**src/swmd_pkg.sv**
```systemverilog
// ----------------------------------------------------------------------------
// Sync word measurement deframer package
// Shared constants and the result record used by the deframer modules.
// ----------------------------------------------------------------------------
package swmd_pkg;

	localparam int unsigned ByteW    = 8;
	localparam int unsigned ReadingW = 16;
	localparam int unsigned CountW   = 32;
	localparam int unsigned IndexW   = 3;
	localparam int unsigned WindowW  = 24;
	localparam int unsigned ShiftW   = 56;
	localparam int unsigned TdataW   = 2 * ReadingW + CountW;
	localparam int unsigned TuserW   = 2;

	localparam logic [WindowW-1:0]  SYNC_PREFIX  = 24'h524149;
	localparam logic [ByteW-1:0]    SYNC_LAST    = 8'h4C;
	localparam logic [ReadingW-1:0] BAD_MARKER   = 16'h0ABC;
	localparam logic [IndexW-1:0]   PAYLOAD_LAST = 3'd7;

	typedef struct packed {
		logic                       horizontal_valid;
		logic                       vertical_valid;
		logic signed [CountW-1:0]   path_count;
		logic signed [ReadingW-1:0] horizontal_reading;
		logic signed [ReadingW-1:0] vertical_reading;
	} result_t;

endpackage

```
**src/sync_word_measurement_deframer_unit.sv**
```systemverilog
// ----------------------------------------------------------------------------
// Sync word measurement deframer
// Finds the sync word in a byte stream and decodes the eight-byte payload.
// ----------------------------------------------------------------------------
// The result is registered and is valid in the cycle after the last payload byte's transaction.
// Throughput: one byte per cycle; the output register is the only stall point.
// A result is produced for every twelfth byte at best (sync word plus payload).
// Reset clears the sync window, the frame state and the output valid flag.
module sync_word_measurement_deframer_unit (
	input  logic                         clk,
	input  logic                         arst_n,
	input  logic                         s_axis_tvalid,
	output logic                         s_axis_tready,
	input  logic [swmd_pkg::ByteW-1:0]   s_axis_tdata,  // [7:0] rx_byte
	output logic                         m_axis_tvalid,
	input  logic                         m_axis_tready,
	// [15:0] vertical_reading, [31:16] horizontal_reading, [63:32] path_count
	output logic [swmd_pkg::TdataW-1:0]  m_axis_tdata,
	// [0] vertical_valid, [1] horizontal_valid
	output logic [swmd_pkg::TuserW-1:0]  m_axis_tuser
);
	import swmd_pkg::*;

	logic    byte_en;
	logic    res_en;
	logic    space;
	result_t res;
	result_t out_res;

	assign s_axis_tready = space;
	assign byte_en       = s_axis_tvalid && space;

	swmd_parser u_parser (
		.clk     (clk),
		.arst_n  (arst_n),
		.byte_en (byte_en),
		.rx_byte (s_axis_tdata),
		.res_en  (res_en),
		.res     (res)
	);

	swmd_out_reg u_out_reg (
		.clk       (clk),
		.arst_n    (arst_n),
		.load      (res_en),
		.res       (res),
		.space     (space),
		.out_valid (m_axis_tvalid),
		.out_ready (m_axis_tready),
		.out_res   (out_res)
	);

	assign m_axis_tdata = {out_res.path_count, out_res.horizontal_reading,
		out_res.vertical_reading};
	assign m_axis_tuser = {out_res.horizontal_valid, out_res.vertical_valid};

endmodule

```
**src/swmd_parser.sv**
```systemverilog
// ----------------------------------------------------------------------------
// Sync word measurement deframer parser
// Hunts for the sync word, collects the payload and decodes one frame.
// ----------------------------------------------------------------------------
module swmd_parser (
	input  logic                            clk,
	input  logic                            arst_n,
	input  logic                            byte_en,
	input  logic [swmd_pkg::ByteW-1:0]      rx_byte,
	output logic                            res_en,
	output swmd_pkg::result_t               res
);
	import swmd_pkg::*;

	logic [WindowW-1:0] window_q;
	logic               in_frame_q;
	logic [IndexW-1:0]  index_q;
	logic [ShiftW-1:0]  shift_q;
	logic               sync_hit;
	logic               frame_done;

	assign sync_hit   = !in_frame_q && (window_q == SYNC_PREFIX) && (rx_byte == SYNC_LAST);
	assign frame_done = in_frame_q && (index_q == PAYLOAD_LAST);
	assign res_en     = byte_en && frame_done;

	always_comb begin
		res.vertical_reading   = shift_q[55:40];
		res.horizontal_reading = shift_q[39:24];
		res.path_count         = {shift_q[23:0], rx_byte};
		res.vertical_valid     = (shift_q[55:40] != BAD_MARKER);
		res.horizontal_valid   = (shift_q[39:24] != BAD_MARKER);
	end

	always_ff @(posedge clk or negedge arst_n) begin
		if (!arst_n) begin
			window_q   <= '0;
			in_frame_q <= 1'b0;
			index_q    <= '0;
		end else if (byte_en) begin
			if (!in_frame_q) begin
				if (sync_hit) begin
					in_frame_q <= 1'b1;
					index_q    <= '0;
					window_q   <= '0;
				end else begin
					window_q <= {window_q[WindowW-ByteW-1:0], rx_byte};
				end
			end else if (frame_done) begin
				in_frame_q <= 1'b0;
				index_q    <= '0;
				window_q   <= '0;
			end else begin
				index_q <= index_q + IndexW'(1);
			end
		end
	end

	always_ff @(posedge clk) begin
		if (byte_en && in_frame_q && !frame_done) begin
			shift_q <= {shift_q[ShiftW-ByteW-1:0], rx_byte};
		end
	end

endmodule

```
**src/swmd_out_reg.sv**
```systemverilog
// ----------------------------------------------------------------------------
// Sync word measurement deframer output register
// Holds one decoded result until the downstream side takes it.
// ----------------------------------------------------------------------------
module swmd_out_reg (
	input  logic              clk,
	input  logic              arst_n,
	input  logic              load,
	input  swmd_pkg::result_t res,
	output logic              space,
	output logic              out_valid,
	input  logic              out_ready,
	output swmd_pkg::result_t out_res
);
	import swmd_pkg::*;

	logic    valid_q;
	result_t res_q;

	assign space     = !valid_q || out_ready;
	assign out_valid = valid_q;
	assign out_res   = res_q;

	always_ff @(posedge clk or negedge arst_n) begin
		if (!arst_n) begin
			valid_q <= 1'b0;
		end else if (space) begin
			valid_q <= load;
		end
	end

	always_ff @(posedge clk) begin
		if (space && load) begin
			res_q <= res;
		end
	end

endmodule

```
**config.mk**
```make
export PLATFORM = sky130hd
export DESIGN_NAME = sync_word_measurement_deframer_unit
export DESIGN_NICKNAME = d
export VERILOG_FILES = /design/src/swmd_pkg.sv /design/src/sync_word_measurement_deframer_unit.sv /design/src/swmd_parser.sv /design/src/swmd_out_reg.sv
export SDC_FILE = /design/constraint.sdc
export NUM_CORES = 1
export LEC_CHECK = 0
export BUFFER_PORTS_ARGS = -buffer_cell sky130_fd_sc_hd__buf_2
export CAP_MARGIN = 25
export CORE_ASPECT_RATIO = 0.5
export CORE_MARGIN = 10
export CORE_UTILIZATION = 50
export DETAILED_ROUTE_END_ITERATION = 7
export PLACE_DENSITY = 0.82
export REMOVE_ABC_BUFFERS = 1
export SLEW_MARGIN = 20
export SYNTH_ARGS = -nofsm -noshare
export SYNTH_HDL_FRONTEND = slang
export SYNTH_HIERARCHICAL = 1
export SYNTH_SLANG_ARGS = --single-unit
```
**constraint.sdc**
```tcl
create_clock -name clk -period 4 [get_ports clk]
set_input_delay 0.8 -clock clk [delete_from_list [all_inputs] [get_ports clk]]
set_output_delay 0.8 -clock clk [all_outputs]
set_load 0.01 [all_outputs]
```
==> results of run 1 <==
==> layer usage <==
layer / vias up / part of all wire
li1: 1106 / -
met1: 1233 / 0.41
met2: 82 / 0.50
met3: 12 / 0.071
met4: 0 / 0.017
met5: - / 0
==> synthesized netlist by cell type <==
library cell,number,share of area
a32o_2,2,0.0044
and4_4,1,0.0022
inv_1,2,0.0015
a22o_1,24,0.041
ha_1,2,0.0049
o21ai_1,1,0.00098
a31oi_4,1,0.0042
nor3_1,1,0.00098
nor3_4,1,0.0032
and2_4,1,0.0017
edfxtp_1,122,0.72
and4b_1,1,0.0020
nor4b_1,4,0.0069
and2b_2,1,0.0017
and4bb_1,2,0.0049
nand4_4,1,0.0042
nor2_1,2,0.0015
and2_1,1,0.0012
nand3_1,2,0.0020
buf_2,4,0.0039
nand4b_1,2,0.0034
nand4bb_1,1,0.0022
nor4bb_1,1,0.0020
nand2b_4,1,0.0027
nand2_1,6,0.0044
nor4_1,2,0.0025
nor4b_2,3,0.0089
and3_2,1,0.0015
a31o_1,1,0.0017
buf_4,8,0.012
nand2b_1,1,0.0012
dfrtp_1,29,0.14
==> worst max-delay path by stage <==
stage	slack, ns	to	cells past startpoint	start
floorplan	-0.20	u_parser/shift_q[0]$_DFFE_PP_	4	m_axis_tready
global placement	1.48	u_out_reg/out_res[28]$_DFFE_PP_	5	m_axis_tready
detailed placement	1.40	u_out_reg/out_res[29]$_DFFE_PP_	5	m_axis_tready
CTS	1.82	u_out_reg/out_res[13]$_DFFE_PP_	5	m_axis_tready
global route	1.70	u_out_reg/out_res[13]$_DFFE_PP_	4	u_parser/index_q[0]$_DFFE_PN0P_
finish	1.78	u_parser/shift_q[45]$_DFFE_PP_	6	m_axis_tready
==> power by group through the flow <==
stage,Sequential [mW],Combinational [mW],Clock (mW)
global placement,1.76,0.0594,0
global route,1.73,0.0687,1.67
floorplan,1.75,0.0391,0
CTS,1.73,0.0627,1.59
detailed placement,1.76,0.0625,0
finish,1.73,0.0621,1.56
==> cell families (layout without fill, tap and decap cells) <==
kind of cell	Yosys count	in the layout	share of synthesized area
buffers and inverters	14	114	0.01724
flip-flops	151	151	0.8638
adder cells (fa/ha/maj)	2	2	0.004924
AND/OR/NAND/NOR	36	36	0.06132
AO/OA/AOI/OAI	29	29	0.05270
==> final cells by class <==
type / instances / area share
inverters: 2 / 0.001216
clock buffers: 19 / 0.07011
repair buffers: 81 / 0.06646
multi-input cells: 67 / 0.09909
flip-flops and latches: 151 / 0.7108
well taps: 135 / 0.02736
clock inverters: 12 / 0.02492
==> worst max-delay path, stage by stage <==
cell and delay, ns:
buf_2 0.08, nand2b_4 0.12, and2_1 0.26, nand2_1 0.21
nor2_4 0.16, buf_4 0.57
==> per-stage QoR <==
stage	setup slack, ns	instance area (um^2)	instances	util
after floorplan	-0.1954	5001	220	-
after global placement	1.482	5588	436	0.5781
after detailed placement	1.402	5588	436	0.5781
after CTS	1.823	6175	467	0.6388
after global routing	1.696	6175	467	0.6388
final	1.780	6175	467	0.6388
==> state kept, by name, indices dropped and copies added (netlist names) <==
name,count
u_out_reg/out_res,66
u_parser/shift_q,56
u_parser/window_q,24
u_parser/index_q,3
u_out_reg/out_valid,1
u_parser/in_frame_q,1
==> reports/qor.yml, run 1 <==
outcome:
  outcome: "completed"
clock_tree:
  cts_setup_buffers: 0
  cts-root-buf: "clkbuf_16"
  postCtsHoldBufs: 0
  cts_buffer_depth: 2
  cts.sinks: 151
  cts_tree: "yes"
  cts_buffers: 17
  h-tree-depth: 4
  clk_pin_slew_ns: 0.06
  post_cts_resized: 0
  insertion_delay_ns: 0.40
final_layout:
  fill_cells: 632
  regArea_um2: 4389
  layout-drive-gt1-share: 0.3735
  final_cell_mix: "122 x edfxtp_1, 79 x buf_2, 29 x dfrtp_1, 24 x a22o_1, 17 x clkbuf_16"
  antenna_cells: 0
  area_delta_synth_final_pct: 21.52
  layout.nets: 334
  multi_input_area_um2: 611.8
  layout_commonest_cell: "edfxtp_1"
setup_path:
  reg2reg_slack_ns: 1.80
  rr_startpoint: "u_parser/index_q[0]$_DFFE_PN0P_"
  crit_path_end_kind: "flip-flop"
  reg2regPathDepth: 4
  critPathRequiredTime_ns: 4.03
  critPathMaxFanout: 55
  r2r_end: "u_out_reg/out_res[4]$_DFFE_PP_"
  startpoint_type: "input port"
  worst_ep_arrival_time_ns: 2.25
  critical_path_class: "input port to flip-flop"
die:
  die_h_um: 91.28
  rows: 25
  die_x_um: 162.6
  core-area_um2: 9666
  start_util: 0.5257
  dieArea_um2: 14840
  pin_count: 80
pwr:
  pwr-share-clk: 0.465
  p_int_mw: 2.716
  powerDensity_nw_per_um2: 542.5
  irDropWorstVdd_mv: 0.2920
  pwr-share-comb: 0.019
  leakagePower_nw: 2.306
  seqPwrFrac: 0.516
  p_sw_frac: 0.1891
  p_total_mw: 3.350
  p_sw_uw: 633.6
sta:
  post-route-period-util: 0.5549
  tightest_slew_ns: 0.8517
  clock_skew_ns: 0.007104
  finalHoldViolCount: 0
  relSlewSlack: 0.4322
  timing.hold.ws_ns: 0.4156
  tns_ns: 0
  period_needed_ns: 2.220
  rsz0062_at_grt: "false"
  drv_slew: 0
  fmax_ghz: 0.4505
  setup_violations: 0
run:
  maxCapViolations: 0
route:
  dr_total_vias: 2433
  first_iter_violations: 203
  postRouteWirelength_um: 8766
  via_per_inst: 5.210
  wire_per_inst_um: 18.77
  firstDrtPassIters: 4
  drc: 0
  ant_nets: 0
global_route:
  grt_max_degree: 67
  use_met3: 0.06036
  antenna_found_initial: 0
  grt_pass1_wl_um: 13610
  grtUsageMet1: 0.1309
  grt_usage: 0.1207
  grt_pass1_vias: 2531
  busiest_layer: "met2"
  grt.met2_usage: 0.1987
  grt.overflow.total: 0
synthesis:
  yosysUniqueCellTypes: 32
  synthCells: 232
  synth_area_um2: 5081
  yosys_register_bits: 151
  yosysSeqAreaShare: 0.8638
  yosysWarnings: 6
  syn_avg_cell_area_um2: 21.90
placement:
  post-dp-hpwl_um: 5756
  gp_congestion: 0.8325
  io_buffers: 79
hold_path:
  hold_class: "input port to asynchronous set/reset pin"
(Power assumes the default switching activity.)
==> run 2: changes to the inputs <==
--- a/config.mk
+++ b/config.mk
@@ -5,13 +5,14 @@
 export SDC_FILE = /design/constraint.sdc
 export NUM_CORES = 1
 export LEC_CHECK = 0
+export ABC_AREA = 1
 export BUFFER_PORTS_ARGS = -buffer_cell sky130_fd_sc_hd__buf_2
 export CAP_MARGIN = 25
 export CORE_ASPECT_RATIO = 0.5
 export CORE_MARGIN = 10
 export CORE_UTILIZATION = 50
 export DETAILED_ROUTE_END_ITERATION = 7
-export PLACE_DENSITY = 0.82
+export PLACE_DENSITY = 0.81
 export REMOVE_ABC_BUFFERS = 1
 export SLEW_MARGIN = 20
 export SYNTH_ARGS = -nofsm -noshare
==> constraint.sdc (replaced) <==
create_clock -name clk -period 1.85 [get_ports clk]
set_input_delay 0.37 -clock clk [delete_from_list [all_inputs] [get_ports clk]]
set_output_delay 0.37 -clock clk [all_outputs]
set_load 0.01 [all_outputs]
==> run 2 against run 1 <==
Net effect: largest power group unchanged; clock power grew 120%; largest cell class unchanged; flip-flop and latch count is the same; hold slack worse by 0.22 ns.
==> reports/qor.yml, run 2 <==
outcome:
  outcome: "completed"  # unchanged
global_route:
  grt_pass1_wl_um: 15120  # was 13,610 um
  grt_pass1_vias: 2853  # was 2,531
  grt_usage: 0.1320  # was 0.1207
  grt.overflow.total: 0  # unchanged
  antenna_found_initial: 0  # unchanged
  grt_max_degree: 58  # was 67
final_layout:
  largest_register_ff_count: 66  # unchanged
  layout_commonest_cell: "edfxtp_1"  # unchanged
  layout-drive-gt1-share: 0.3318  # was 0.3735
  fill_cells: 709  # was 632
  area_delta_synth_final_pct: 24.49  # was 21.52%
  finish.instance_area_um2: 6494  # was 6175 um^2
  antenna_cells: 0  # unchanged
  final_cell_mix: "122 x edfxtp_1, 79 x buf_2, 38 x nand2_1, 29 x dfrtp_1, 27 x inv_1"  # was 122 x edfxtp_1, 79 x buf_2, 29 x dfrtp_1, 24 x a22o_1, 17 x clkbuf_16
  layout.nets: 427  # was 334
die:
  dieArea_um2: 15170  # was 14,840 um^2
  rows: 26  # was 25
  die_x_um: 164.4  # was 162.6 um
  pin_count: 80  # unchanged
  die_h_um: 92.23  # was 91.28 um
  start_util: 0.5123  # was 0.5257
  core-area_um2: 10180  # was 9666 um^2
route:
  dr_total_vias: 2797  # was 2,433
  met3WireLength_um: 687  # was 625 um
  postRouteWirelength_um: 10110  # was 8766 um
  via_per_inst: 4.950  # was 5.210
  route.met2.wl_um: 5104  # was 4370 um
  drc: 0  # unchanged
  wl_met1_um: 4177  # was 3617 um
  wire_per_inst_um: 17.90  # was 18.77 um
  firstDrtPassIters: 5  # was 4
  ant_nets: 0  # unchanged
  first_iter_violations: 215  # was 203
  dr.max_layer_used: "met4"  # unchanged
sta:
  setup_violations: 0  # unchanged
  relSlewSlack: 0.5603  # was 0.4322
  finalHoldViolCount: 0  # unchanged
  period_needed_ns: 1.831
  tns_ns: 0  # unchanged
  clock_skew_ns: 0.01078  # was 0.007104 ns
  fmax_ghz: 0.5462
  post-route-period-util: 0.9897
  drv_slew: 0  # unchanged
  tightest_slew_ns: 0.6596  # was 0.8517 ns
synthesis:
  synth_area_um2: 5216  # was 5081 um^2
  yosysUniqueCellTypes: 24  # was 32
  yosys.area.top_type: "edfxtp_1"  # unchanged
  syn_avg_cell_area_um2: 16.67  # was 21.90 um^2
  yosys_register_bits: 151  # unchanged
  muxShareOfSynthArea: 0  # unchanged
  synth_top_area_share: 0.7023  # was 0.7210
  synth_xor_area_frac: 0  # unchanged
  synthTopCellsByArea: "edfxtp_1 70%, dfrtp_1 14%, nand2_1 2.7%"  # was edfxtp_1 72%, dfrtp_1 14%, a22o_1 4.1%
  synth_common_cells: "122 x edfxtp_1, 38 x nand2_1, 29 x dfrtp_1, 27 x inv_1, 21 x nand3_1"  # was 122 x edfxtp_1, 29 x dfrtp_1, 24 x a22o_1, 8 x buf_4, 6 x nand2_1
  synth_async_sr_flop_share: 0.1921  # unchanged
  synth_flop_cell: "edfxtp_1"  # unchanged
  synth-edff-count: 122  # unchanged
  yosysWarnings: 6  # unchanged
  synth_compound_area_frac: 0.01727  # was 0.05270
  synth_top_family_by_area: "simple AND/OR/NAND/NOR gates"  # unchanged
  synth_simple_gate_area_share: 0.09331  # was 0.06131
  synth.most_common_cell: "edfxtp_1"  # unchanged
  yosysSeqAreaShare: 0.8414  # was 0.8638
  synthCells: 313  # was 232
  synthAdderAreaFrac: 0.004797  # was 0.004925
setup_path:
  startpoint_type: "flip-flop"  # was input port
  reg2reg_slack_ns: 0.02  # was 1.80 ns
  r2r_end: "u_out_reg/out_res[6]$_DFFE_PP_"  # was u_out_reg/out_res[4]$_DFFE_PP_
  critPathMaxFanout: 30  # was 55
  worst_ep_arrival_time_ns: 1.93  # was 2.25 ns
  reg2regPathDepth: 8  # was 4
  rr_startpoint: "u_parser/index_q[1]$_DFFE_PN0P_"  # was u_parser/index_q[0]$_DFFE_PN0P_
  crit_path_end_kind: "flip-flop"  # unchanged
  critical_path_class: "flip-flop to flip-flop"  # was input port to flip-flop
  critPathRequiredTime_ns: 1.95  # was 4.03 ns
placement:
  post-dp-hpwl_um: 6209  # was 5756 um
  gp_congestion: 0.7856  # was 0.8325
  io_buffers: 79  # unchanged
  placed_cell_area_um2: 5796  # was 5588 um^2
pwr:
  powerDensity_nw_per_um2: 1459  # was 542.5 nW/um^2
  p_total_mw: 9.475  # was 3.350 mW
  pwr-share-clk: 0.358  # was 0.465
  p_int_mw: 7.086  # was 2.716 mW
  leakagePower_nw: 2.544  # was 2.306 nW
  pwr-share-comb: 0.114  # was 0.019
  p_sw_frac: 0.2521  # was 0.1891
  irDropWorstVdd_mv: 0.7677  # was 0.2920 mV
  seqPwrFrac: 0.528  # was 0.516
  p_sw_mw: 2.389  # was 633.6 uW
run:
  maxCapViolations: 0  # unchanged
clock_tree:
  cts_tree: "yes"  # unchanged
  insertion_delay_ns: 0.41  # was 0.40 ns
  cts_buffers: 17  # unchanged
  cts.sinks: 151  # unchanged
  cts_buffer_depth: 2  # unchanged
  h-tree-depth: 4  # unchanged
  clk_pin_slew_ns: 0.06  # about the same
  cts-root-buf: "clkbuf_16"  # unchanged
hold_path:
  hold_end: "u_out_reg/out_res[36]$_DFFE_PP_"
  min-delay-start: "s_axis_tdata[4]"
  hold_depth: 1
  hold_class: "input port to flip-flop"  # was input port to asynchronous set/reset pin
==> run 2: cell count changes in the layout (fill, tap and decap cells not counted), sizes merged, moves of 4 or more <==
cell	before	now
nand2	6	40
inv	3	32
a22o	24	0
nand3	2	22
buf	81	94
nor2	2	15
o21ai	1	14
nand4	1	12
nor4b	7	0
nor4	2	6
==> run 2: layout make-up <==
cell class	count	area [um^2]	share of cell area
clock buffer	19	432.9	0.06667
sequential	151	4389	0.6759
clock inverter	12	151.4	0.02331
inverter	30	112.6	0.01734
timing repair buffer	96	598.1	0.09210
tap	140	175.2	0.02697
multi-input combinational	117	634.4	0.09769
==> run 2: how the worst max path moves through the flow <==
| stage | startpoint | to | cells after the start |
|---|---|---|---|
| floorplan | u_out_reg/out_valid$_DFFE_PN0P_ | u_parser/shift_q[0]$_DFFE_PP_ | 5 |
| global placement | u_parser/index_q[0]$_DFFE_PN0P_ | u_out_reg/out_res[20]$_DFFE_PP_ | 7 |
| detailed placement | u_parser/index_q[0]$_DFFE_PN0P_ | u_out_reg/out_res[22]$_DFFE_PP_ | 7 |
| CTS | u_parser/index_q[1]$_DFFE_PN0P_ | u_out_reg/out_res[48]$_DFFE_PP_ | 8 |
| global route | u_out_reg/out_valid$_DFFE_PN0P_ | u_out_reg/out_res[9]$_DFFE_PP_ | 9 |
| finish | u_parser/index_q[1]$_DFFE_PN0P_ | u_out_reg/out_res[6]$_DFFE_PP_ | 8 |
==> run 2: repair_timing <==
item                                    4_1_cts  5_1_grt
hold endpoints to repair                      1        0
gates cloned                                  1        1
setup buffers                                 6        1
endpoints found under the setup margin       61      122
resized for setup                             4        8
hold buffers                                  1        0
==> run 2: cell families after synthesis <==
kind of cell | count (synthesis)
DFF | 151
and+or+nand+nor | 98
buffers and inverters | 45
adders and majority gates | 2
AOI/OAI and AO/OA | 17
==> run 2: metal layers <==
layer	track usage	up-vias
li1	-	1319
met1	0.1525	1380
met2	0.2121	90
met3	0.05575	8
met4	0.05938	0
met5	0	-
==> run 2: worst max-delay path, cell delays in order (launching register included) <==
cell and delay, ns:
dfrtp_1 0.37, ha_2 0.18, ha_2 0.17, inv_1 0.07, nor3_2 0.11, inv_1 0.11, a21oi_4 0.16, buf_12 0.14
buf_16 0.18
==> run 2: power groups by stage <==
stage	clock network [mW]	registers [mW]	logic, mW
6_report	3.39	5.00	1.08
5_1_grt	3.60	5.09	1.21
4_1_cts	3.45	5.00	1.05
3_5_place_dp	0	5.06	0.988
3_3_place_gp	0	5.00	0.950
2_1_floorplan	0	4.92	0.594
==> run 2: per-stage QoR <==
stage | std cells | hold slack (ns) | worst slack, ns | util
finish | 565 | 0.2000 | 0.01913 | 0.6377
global route | 565 | 0.1885 | -0.06876 | 0.6377
CTS | 565 | 0.1844 | -0.0005924 | 0.6357
detailed placement | 526 | 0.4326 | -0.04292 | 0.5692
global placement | 526 | 0.4235 | 0.05132 | 0.5692
floorplan | 298 | 0.07441 | -3.634 | -
